File: config.mk
export PLATFORM = sky130hd
export DESIGN_NAME = crossing_count_symbol_demodulator_flat
export DESIGN_NICKNAME = d
export VERILOG_FILES = /design/src/rtl/ccsd_pkg.sv /design/src/rtl/ccsd_stream_if.sv /design/src/rtl/ccsd_core.sv /design/src/rtl/crossing_count_symbol_demodulator.sv /design/src/flat_wrapper.sv
export SDC_FILE = /design/constraint.sdc
export NUM_CORES = 1
export LEC_CHECK = 0
export ABC_AREA = 1
export BUFFER_PORTS_ARGS = -buffer_cell sky130_fd_sc_hd__buf_2
export CAP_MARGIN = 20
export CORE_AREA = 5 5 151 297
export CTS_BUF_LIST = sky130_fd_sc_hd__clkbuf_8
export DETAILED_ROUTE_END_ITERATION = 10
export DIE_AREA = 0 0 156 302
export SYNTH_ARGS = -nofsm -noshare
export SYNTH_HDL_FRONTEND = slang
export SYNTH_SLANG_ARGS = --single-unit
File: constraint.sdc
create_clock -name clk -period 6.7 [get_ports clk]
set_clock_uncertainty 0.1 [all_clocks]
set_input_delay 0.335 -clock clk [delete_from_list [all_inputs] [get_ports clk]]
set_output_delay 0.335 -clock clk [all_outputs]
set_load 0.1 [all_outputs]
File: src/rtl/ccsd_pkg.sv
`default_nettype none

package ccsd_pkg;

    localparam int SAMPLE_W      = 10;
    localparam int TIME_W        = 32;
    localparam int WINDOW_W      = 20;
    localparam int COUNT_W       = 8;
    localparam int BYTE_W        = 8;
    localparam int SLOT_W        = 3;
    localparam int DONE_W        = 2;
    localparam int CFG_INDEX_W   = 2;
    localparam int CFG_DATA_W    = WINDOW_W;

    localparam logic [SAMPLE_W-1:0] RESET_THRESHOLD = SAMPLE_W'(200);
    localparam logic [WINDOW_W-1:0] RESET_WINDOW    = WINDOW_W'(9900);

    localparam int COUNT_OFFSET     = 5;
    localparam int COUNT_DIVISOR    = 3;
    localparam int SYMBOLS_PER_BYTE = 4;
    localparam int RECIP_MULT       = 171;
    localparam int RECIP_SHIFT      = 9;

    localparam logic [COUNT_W-1:0] COUNT_MAX   = {COUNT_W{1'b1}};
    localparam logic [SLOT_W-1:0]  SLOT_IDLE   = {SLOT_W{1'b1}};
    localparam logic [DONE_W-1:0]  LAST_SYMBOL = DONE_W'(SYMBOLS_PER_BYTE - 1);

    typedef enum logic [CFG_INDEX_W-1:0] {
        REG_THRESHOLD     = 2'd0,
        REG_SYMBOL_WINDOW = 2'd1
    } reg_index_t;

    typedef struct packed {
        logic [SAMPLE_W-1:0] sample;
        logic [TIME_W-1:0]   now_us;
    } sample_t;

    typedef struct packed {
        logic              byte_ready;
        logic [BYTE_W-1:0] received_byte;
        logic [BYTE_W-1:0] partial_byte;
    } result_t;

    // (count - 5) / 3 truncated toward zero, low two bits
    function automatic logic [1:0] symbol_bits(input logic [COUNT_W-1:0] count);
        logic [COUNT_W-1:0]   diff;
        logic [COUNT_W+8:0]   prod;
        diff = '0;
        prod = '0;
        if (count < COUNT_W'(COUNT_OFFSET))
        begin
            if (count < COUNT_W'(COUNT_OFFSET - COUNT_DIVISOR + 1))
            begin
                symbol_bits = 2'b11;
            end
            else
            begin
                symbol_bits = 2'b00;
            end
        end
        else
        begin
            diff = count - COUNT_W'(COUNT_OFFSET);
            prod = (COUNT_W+9)'(diff) * (COUNT_W+9)'(RECIP_MULT);
            symbol_bits = prod[RECIP_SHIFT+1:RECIP_SHIFT];
        end
    endfunction

endpackage

`default_nettype wire

File: src/rtl/ccsd_stream_if.sv
`default_nettype none

interface ccsd_stream_if #(
    parameter type payload_t = logic
) ();

    logic     valid;
    logic     ready;
    payload_t data;

    modport source (
        output valid,
        output data,
        input  ready
    );

    modport sink (
        input  valid,
        input  data,
        output ready
    );

endinterface

`default_nettype wire

File: src/rtl/ccsd_core.sv
`default_nettype none

module ccsd_core (
    input  wire logic                          clk,
    input  wire logic                          rst_n,
    input  wire logic                          step,
    input  wire logic [ccsd_pkg::SAMPLE_W-1:0] threshold,
    input  wire logic [ccsd_pkg::WINDOW_W-1:0] symbol_window_us,
    input  wire ccsd_pkg::sample_t             item,
    output ccsd_pkg::result_t                  result
);

    import ccsd_pkg::*;

    logic [SAMPLE_W-1:0] prev_sample_reg, prev_sample_next;
    logic                armed_reg, armed_next;
    logic                in_symbol_reg, in_symbol_next;
    logic [TIME_W-1:0]   symbol_start_reg, symbol_start_next;
    logic [SLOT_W-1:0]   slot_index_reg, slot_index_next;
    logic [COUNT_W-1:0]  count_reg, count_next;
    logic [BYTE_W-1:0]   byte_reg, byte_next;
    logic [DONE_W-1:0]   done_reg, done_next;

    logic                above;
    logic                below;
    logic                rise;
    logic                close;
    logic                counting;
    logic [TIME_W-1:0]   elapsed;
    logic [1:0]          bits;
    logic [BYTE_W-1:0]   placed;

    always_comb
    begin
        above    = item.sample > threshold;
        below    = item.sample < threshold;
        rise     = above && (prev_sample_reg < threshold) && !armed_reg;

        armed_next        = armed_reg | rise;
        in_symbol_next    = in_symbol_reg;
        symbol_start_next = symbol_start_reg;
        slot_index_next   = slot_index_reg;
        count_next        = count_reg;
        byte_next         = byte_reg;
        done_next         = done_reg;
        result            = '0;

        // symbol start on the first crossing
        if (rise && !in_symbol_reg)
        begin
            symbol_start_next = item.now_us;
            slot_index_next   = slot_index_reg + SLOT_W'(1);
        end

        // symbol close
        elapsed = item.now_us - symbol_start_next;
        close   = below && in_symbol_reg && (elapsed > TIME_W'(symbol_window_us));
        bits    = symbol_bits(count_reg);
        placed  = BYTE_W'(bits) << {slot_index_next[1:0], 1'b0};
        if (close)
        begin
            if (!slot_index_next[SLOT_W-1])
            begin
                byte_next = byte_reg | placed;
            end
            if (done_reg == LAST_SYMBOL)
            begin
                result.byte_ready    = 1'b1;
                result.received_byte = byte_next;
                byte_next            = '0;
                done_next            = '0;
                slot_index_next      = SLOT_IDLE;
            end
            else
            begin
                done_next = done_reg + DONE_W'(1);
            end
            in_symbol_next = 1'b0;
            count_next     = '0;
        end

        // count the crossing
        counting = above && armed_next;
        if (counting)
        begin
            if (count_next != COUNT_MAX)
            begin
                count_next = count_next + COUNT_W'(1);
            end
            in_symbol_next = 1'b1;
            armed_next     = 1'b0;
        end

        prev_sample_next    = item.sample;
        result.partial_byte = byte_next;
    end

    always_ff @(posedge clk or negedge rst_n)
    begin
        if (!rst_n)
        begin
            prev_sample_reg  <= '0;
            armed_reg        <= 1'b0;
            in_symbol_reg    <= 1'b0;
            symbol_start_reg <= '0;
            slot_index_reg   <= SLOT_IDLE;
            count_reg        <= '0;
            byte_reg         <= '0;
            done_reg         <= '0;
        end
        else if (step)
        begin
            prev_sample_reg  <= prev_sample_next;
            armed_reg        <= armed_next;
            in_symbol_reg    <= in_symbol_next;
            symbol_start_reg <= symbol_start_next;
            slot_index_reg   <= slot_index_next;
            count_reg        <= count_next;
            byte_reg         <= byte_next;
            done_reg         <= done_next;
        end
    end

`ifndef SYNTHESIS
    a_byte_clears_state: assert property (@(posedge clk) disable iff (!rst_n)
        step && result.byte_ready |=> done_reg == '0 && byte_reg == '0
            && slot_index_reg == SLOT_IDLE)
        else $error("state not cleared after byte completion");

    a_count_saturates: assert property (@(posedge clk) disable iff (!rst_n)
        step && counting && count_reg == COUNT_MAX |=> count_reg == COUNT_MAX)
        else $error("crossing count wrapped");

    a_close_clears_symbol: assert property (@(posedge clk) disable iff (!rst_n)
        step && close |=> !in_symbol_reg && count_reg == '0)
        else $error("symbol close left state behind");
`endif

endmodule

`default_nettype wire

File: src/rtl/crossing_count_symbol_demodulator.sv
// channel   | dir  | payload                                      | handshake
// samples   | in   | sample[9:0], now_us[31:0]                    | valid/ready
// results   | out  | byte_ready, received_byte[7:0], partial_byte | valid/ready
// cfg       | in   | cfg_index[1:0], cfg_data[19:0]               | write enable
//
// one sample per cycle sustained while the result side is ready
// an input register feeds the symbol logic, whose output lands in a result register
// rst_n clears the handshake, the symbol state and loads the default registers
// a stalled result register holds the input register, which then drops ready
`default_nettype none

module crossing_count_symbol_demodulator (
    input  wire logic                             clk,
    input  wire logic                             rst_n,
    input  wire logic                             cfg_write_enable,
    input  wire logic [ccsd_pkg::CFG_INDEX_W-1:0] cfg_index,
    input  wire logic [ccsd_pkg::CFG_DATA_W-1:0]  cfg_data,
    ccsd_stream_if.sink                           samples,
    ccsd_stream_if.source                         results
);

    import ccsd_pkg::*;

    logic [SAMPLE_W-1:0] threshold_reg;
    logic [WINDOW_W-1:0] window_reg;

    logic                in_valid_reg;
    sample_t             in_data_reg;
    logic                out_valid_reg;
    result_t             out_data_reg;

    logic                advance;
    logic                in_take;
    result_t             core_result;

    always_ff @(posedge clk or negedge rst_n)
    begin
        if (!rst_n)
        begin
            threshold_reg <= RESET_THRESHOLD;
            window_reg    <= RESET_WINDOW;
        end
        else if (cfg_write_enable)
        begin
            case (reg_index_t'(cfg_index))
                REG_THRESHOLD:     threshold_reg <= cfg_data[SAMPLE_W-1:0];
                REG_SYMBOL_WINDOW: window_reg    <= cfg_data[WINDOW_W-1:0];
                default:           ;
            endcase
        end
    end

    assign advance       = in_valid_reg && (!out_valid_reg || results.ready);
    assign samples.ready = !in_valid_reg || advance;
    assign in_take       = samples.valid && samples.ready;

    always_ff @(posedge clk or negedge rst_n)
    begin
        if (!rst_n)
        begin
            in_valid_reg <= 1'b0;
        end
        else if (in_take)
        begin
            in_valid_reg <= 1'b1;
        end
        else if (advance)
        begin
            in_valid_reg <= 1'b0;
        end
    end

    always_ff @(posedge clk)
    begin
        if (in_take)
        begin
            in_data_reg <= samples.data;
        end
    end

    ccsd_core u_core (
        .clk              (clk),
        .rst_n            (rst_n),
        .step             (advance),
        .threshold        (threshold_reg),
        .symbol_window_us (window_reg),
        .item             (in_data_reg),
        .result           (core_result)
    );

    always_ff @(posedge clk or negedge rst_n)
    begin
        if (!rst_n)
        begin
            out_valid_reg <= 1'b0;
        end
        else if (advance)
        begin
            out_valid_reg <= 1'b1;
        end
        else if (results.ready)
        begin
            out_valid_reg <= 1'b0;
        end
    end

    always_ff @(posedge clk)
    begin
        if (advance)
        begin
            out_data_reg <= core_result;
        end
    end

    assign results.valid = out_valid_reg;
    assign results.data  = out_data_reg;

`ifndef SYNTHESIS
    a_take_fills_input: assert property (@(posedge clk) disable iff (!rst_n)
        in_take |=> in_valid_reg)
        else $error("accepted transaction not held in input register");

    a_process_fills_output: assert property (@(posedge clk) disable iff (!rst_n)
        advance |=> out_valid_reg)
        else $error("processed transaction not presented");

    a_no_overwrite: assert property (@(posedge clk) disable iff (!rst_n)
        out_valid_reg && !results.ready |-> !advance)
        else $error("stalled result overwritten");

    a_ready_clears_partial: assert property (@(posedge clk) disable iff (!rst_n)
        out_valid_reg && out_data_reg.byte_ready |-> out_data_reg.partial_byte == '0)
        else $error("partial byte not cleared on completion");
`endif

endmodule

`default_nettype wire

File: src/flat_wrapper.sv
// flat-port wrapper written by rule: the top's interface ports become plain ports
module crossing_count_symbol_demodulator_flat import ccsd_pkg::*;
  (clk, rst_n, cfg_write_enable, cfg_index, cfg_data, samples_valid, samples_data, samples_ready, results_valid, results_data, results_ready);
  ccsd_stream_if #(.payload_t(sample_t)) samples_i ();
  ccsd_stream_if #(.payload_t(result_t)) results_i ();
  input  wire logic clk;
  input  wire logic rst_n;
  input  wire logic cfg_write_enable;
  input  wire logic [ccsd_pkg::CFG_INDEX_W-1:0] cfg_index;
  input  wire logic [ccsd_pkg::CFG_DATA_W-1:0] cfg_data;
  input wire logic [$bits(samples_i.valid)-1:0] samples_valid;
  input wire logic [$bits(samples_i.data)-1:0] samples_data;
  output wire logic [$bits(samples_i.ready)-1:0] samples_ready;
  output wire logic [$bits(results_i.valid)-1:0] results_valid;
  output wire logic [$bits(results_i.data)-1:0] results_data;
  input wire logic [$bits(results_i.ready)-1:0] results_ready;
  assign samples_i.valid = samples_valid;
  assign samples_i.data = samples_data;
  assign samples_ready = samples_i.ready;
  assign results_valid = results_i.valid;
  assign results_data = results_i.data;
  assign results_i.ready = results_ready;
  crossing_count_symbol_demodulator u_core (.clk(clk), .rst_n(rst_n), .cfg_write_enable(cfg_write_enable), .cfg_index(cfg_index), .cfg_data(cfg_data), .samples(samples_i), .results(results_i));
endmodule
==> reports/results.ini <==
[status]
outcome = finished clean

[critical_path]
critical_path_arrival_ns = 6.48
r2r_slack_ns = 0.53
r2r-start = u_core.threshold_reg[3]
worstSetupEndpointType = flop
crit_end = u_core.u_core.count_reg[7]
critical_path_class = flop to flop
ff2ff_path_depth = 40
cp_data_required_time_ns = 7.01
crit_top_cell = nand2_1
crit_path_start = u_core.threshold_reg[3]
r2r_end = u_core.u_core.count_reg[7]
crit_path_top_delay_cell = dfstp_2
critical_path.startpoint_type = flop
critPathMaxFanout = 19
cpPeakStageDelay_ns = 0.54

[sta]
hold_viol = 0
finalSetupViolations = 0
setup_tns_ns = 0
max_freq_ghz = 0.162
rsz0062_at_grt = no
drv_slew = 0
fin_crit_sh_pct = 92.1
tightest_slew_ns = 1.05
fin_hold_ws_ns = 0.0363
slew_headroom_pct = 30.2
period_minus_slack_ns = 6.17

[route]
wl_um = 30100
first_pass_iters = 5
vias = 8678
drtIter0Drc = 430
route.detailed.drc = 0
drtAntennaViolNets = 0
vias_per_cell = 4.41
post_drt_wl_per_cell_um = 15.3

[logic_synthesis]
yosysSeqAreaShare_pct = 40.5
synth_seq_cells = 156
synth_fp_nets = 1439
netlist_area_sq_mm = 0.0104
yosys-top-cells-area = dfrtp_1 20%, edfxtp_1 17%, ha_1 12%
synth_top_area_share_pct = 20.2
postSynthCellCount = 1260
yosys_warnings = 0
synth_top_cell_by_area = dfrtp_1
ys_types = 52
avgSynthCellArea_sq_um = 8.25

[global_routing]
grt_pass1_wl_um = 47200
grt_start_max_net_pins = 84
grt-ovfl-total = 0
antenna_found_initial = 1
grt_pass1_vias = 9081
grt_usage_pct = 13.1

[clocking]
numCtsBuffers = 17
cts_max_path_buffers = 2
clock-root-buffer = clkbuf_8
clkSinkCount = 156
cts_tree = yes
clk_latency_ns = 0.50
cts_max_level = 4
clk_transition_reported_paths_ns = 0.10

[placed_design]
dpl.cell_count = 1875
portBuffers = 87
hpwl_um = 23900
gp_congestion = 0.944

[final_layout]
num-nets-final = 1589
final_common_cell = nand2_1
largest_reg_flops = 42
drive_above_1_share_pct = 13.6
multi_input_area_sq_mm = 0.00531
mostFrequentLayoutCells = 327 x nand2_1, 204 x inv_1, 99 x ha_1
nFillCells = 4509
synthToLayoutAreaGrowth_pct = 20.0
seq_area_sq_mm = 0.00422
fin_cells = 1969

[die]
die_h_um = 302
core-area_sq_mm = 0.0424
fp-row-count = 107
start_util_pct = 24.5
die_x_um = 156
io_pins = 88
die_area_sq_mm = 0.0471

[hold_path]
hold_path_class = input port to flop
min_from = cfg_data[3]
whs_path_depth = 3

[flow_run]
max_cap_viol_count = 0

-- area by class of cell --
cell class,count,area share [%]
inverters,209,6.31
diodes,1,0.0201
clock buffers,17,1.88
well taps,545,5.47
multi-input cells,871,42.6
flip-flops and latches,156,33.8
clock inverters,15,1.01
repair buffers,155,8.96
-- metrics by stage --
stage	cell area, sq um	utilization (%)	setup slack (ns)
after floorplan	10400	-	0.877
after global placement	11500	27.0	0.567
after detailed placement	11500	27.0	0.466
after CTS	12400	29.3	0.463
after global routing	12500	29.4	0.00480
final	12500	29.4	0.526
-- critical path, delay by kind of cell, from the launching register on --
| family | cells | cell delay (ns) |
|---|---|---|
| AND/OR/NAND/NOR | 23 | 2.14 |
| adder cells (fa/ha/maj) | 4 | 1.12 |
| AO/OA/AOI/OAI | 3 | 0.98 |
| buffers and inverters | 8 | 0.71 |
| flip-flops | 1 | 0.54 |
| XOR/XNOR | 1 | 0.23 |
| multiplexers | 1 | 0.22 |
-- how the worst min path moves through the flow --
stage	endpoint
after floorplan	u_core.in_valid_reg
after global placement	u_core.window_reg[18]
after detailed placement	u_core.window_reg[18]
after CTS	u_core.threshold_reg[3]
after global routing	u_core.threshold_reg[3]
final	u_core.threshold_reg[3]
-- synth_stat cells, drive strengths merged --
library cell	count
o21bai	3
nand2	337
nor2	93
dfstp	13
nand4	15
or2	3
o21ai	88
o22ai	1
a41oi	1
buf	11
xnor2	11
and3	1
a21o	3
nand3	49
o31ai	1
a21boi	4
fa	11
xor2	25
o221ai	1
a21oi	68
o21a	2
mux2i	31
nand3b	2
nor4	1
edfxtp	59
ha	99
nor3	10
a211oi	5
clkbuf	13
dfrtp	84
a31oi	3
o211ai	3
inv	209
-- logic make-up (layout without fill, tap and decap cells) --
logic type	Yosys count	count (layout)	share of synthesized area, %
mux	31	31	2.98
simple gates	511	511	20.8
xor+xnor	36	36	3.18
fa+ha+maj	110	110	14.0
flops	156	156	40.5
buf+inv	233	396	8.58
compound gates	183	183	9.92
other cells	0	1	0
-- metal layers --
| layer | up-vias | GRT usage (%) | share of wire [%] |
|---|---|---|---|
| met5 | - | 0 | 0 |
| met4 | 0 | 9.12 | 6.8 |
| met3 | 70 | 2.05 | 2.3 |
| met2 | 138 | 26.2 | 58 |
| met1 | 4108 | 11.4 | 33 |
| li1 | 4362 | - | - |
-- repair_timing --
action,in CTS,in global routing
endpoints found under the setup margin,0,4
endpoints found under the hold margin,106,0
hold buffers,59,0
buffers inserted,0,1
gates resized for setup,0,5
Power is not shown: default switching activity piles up to over one toggle a cycle in this logic, so the estimate is an artifact.
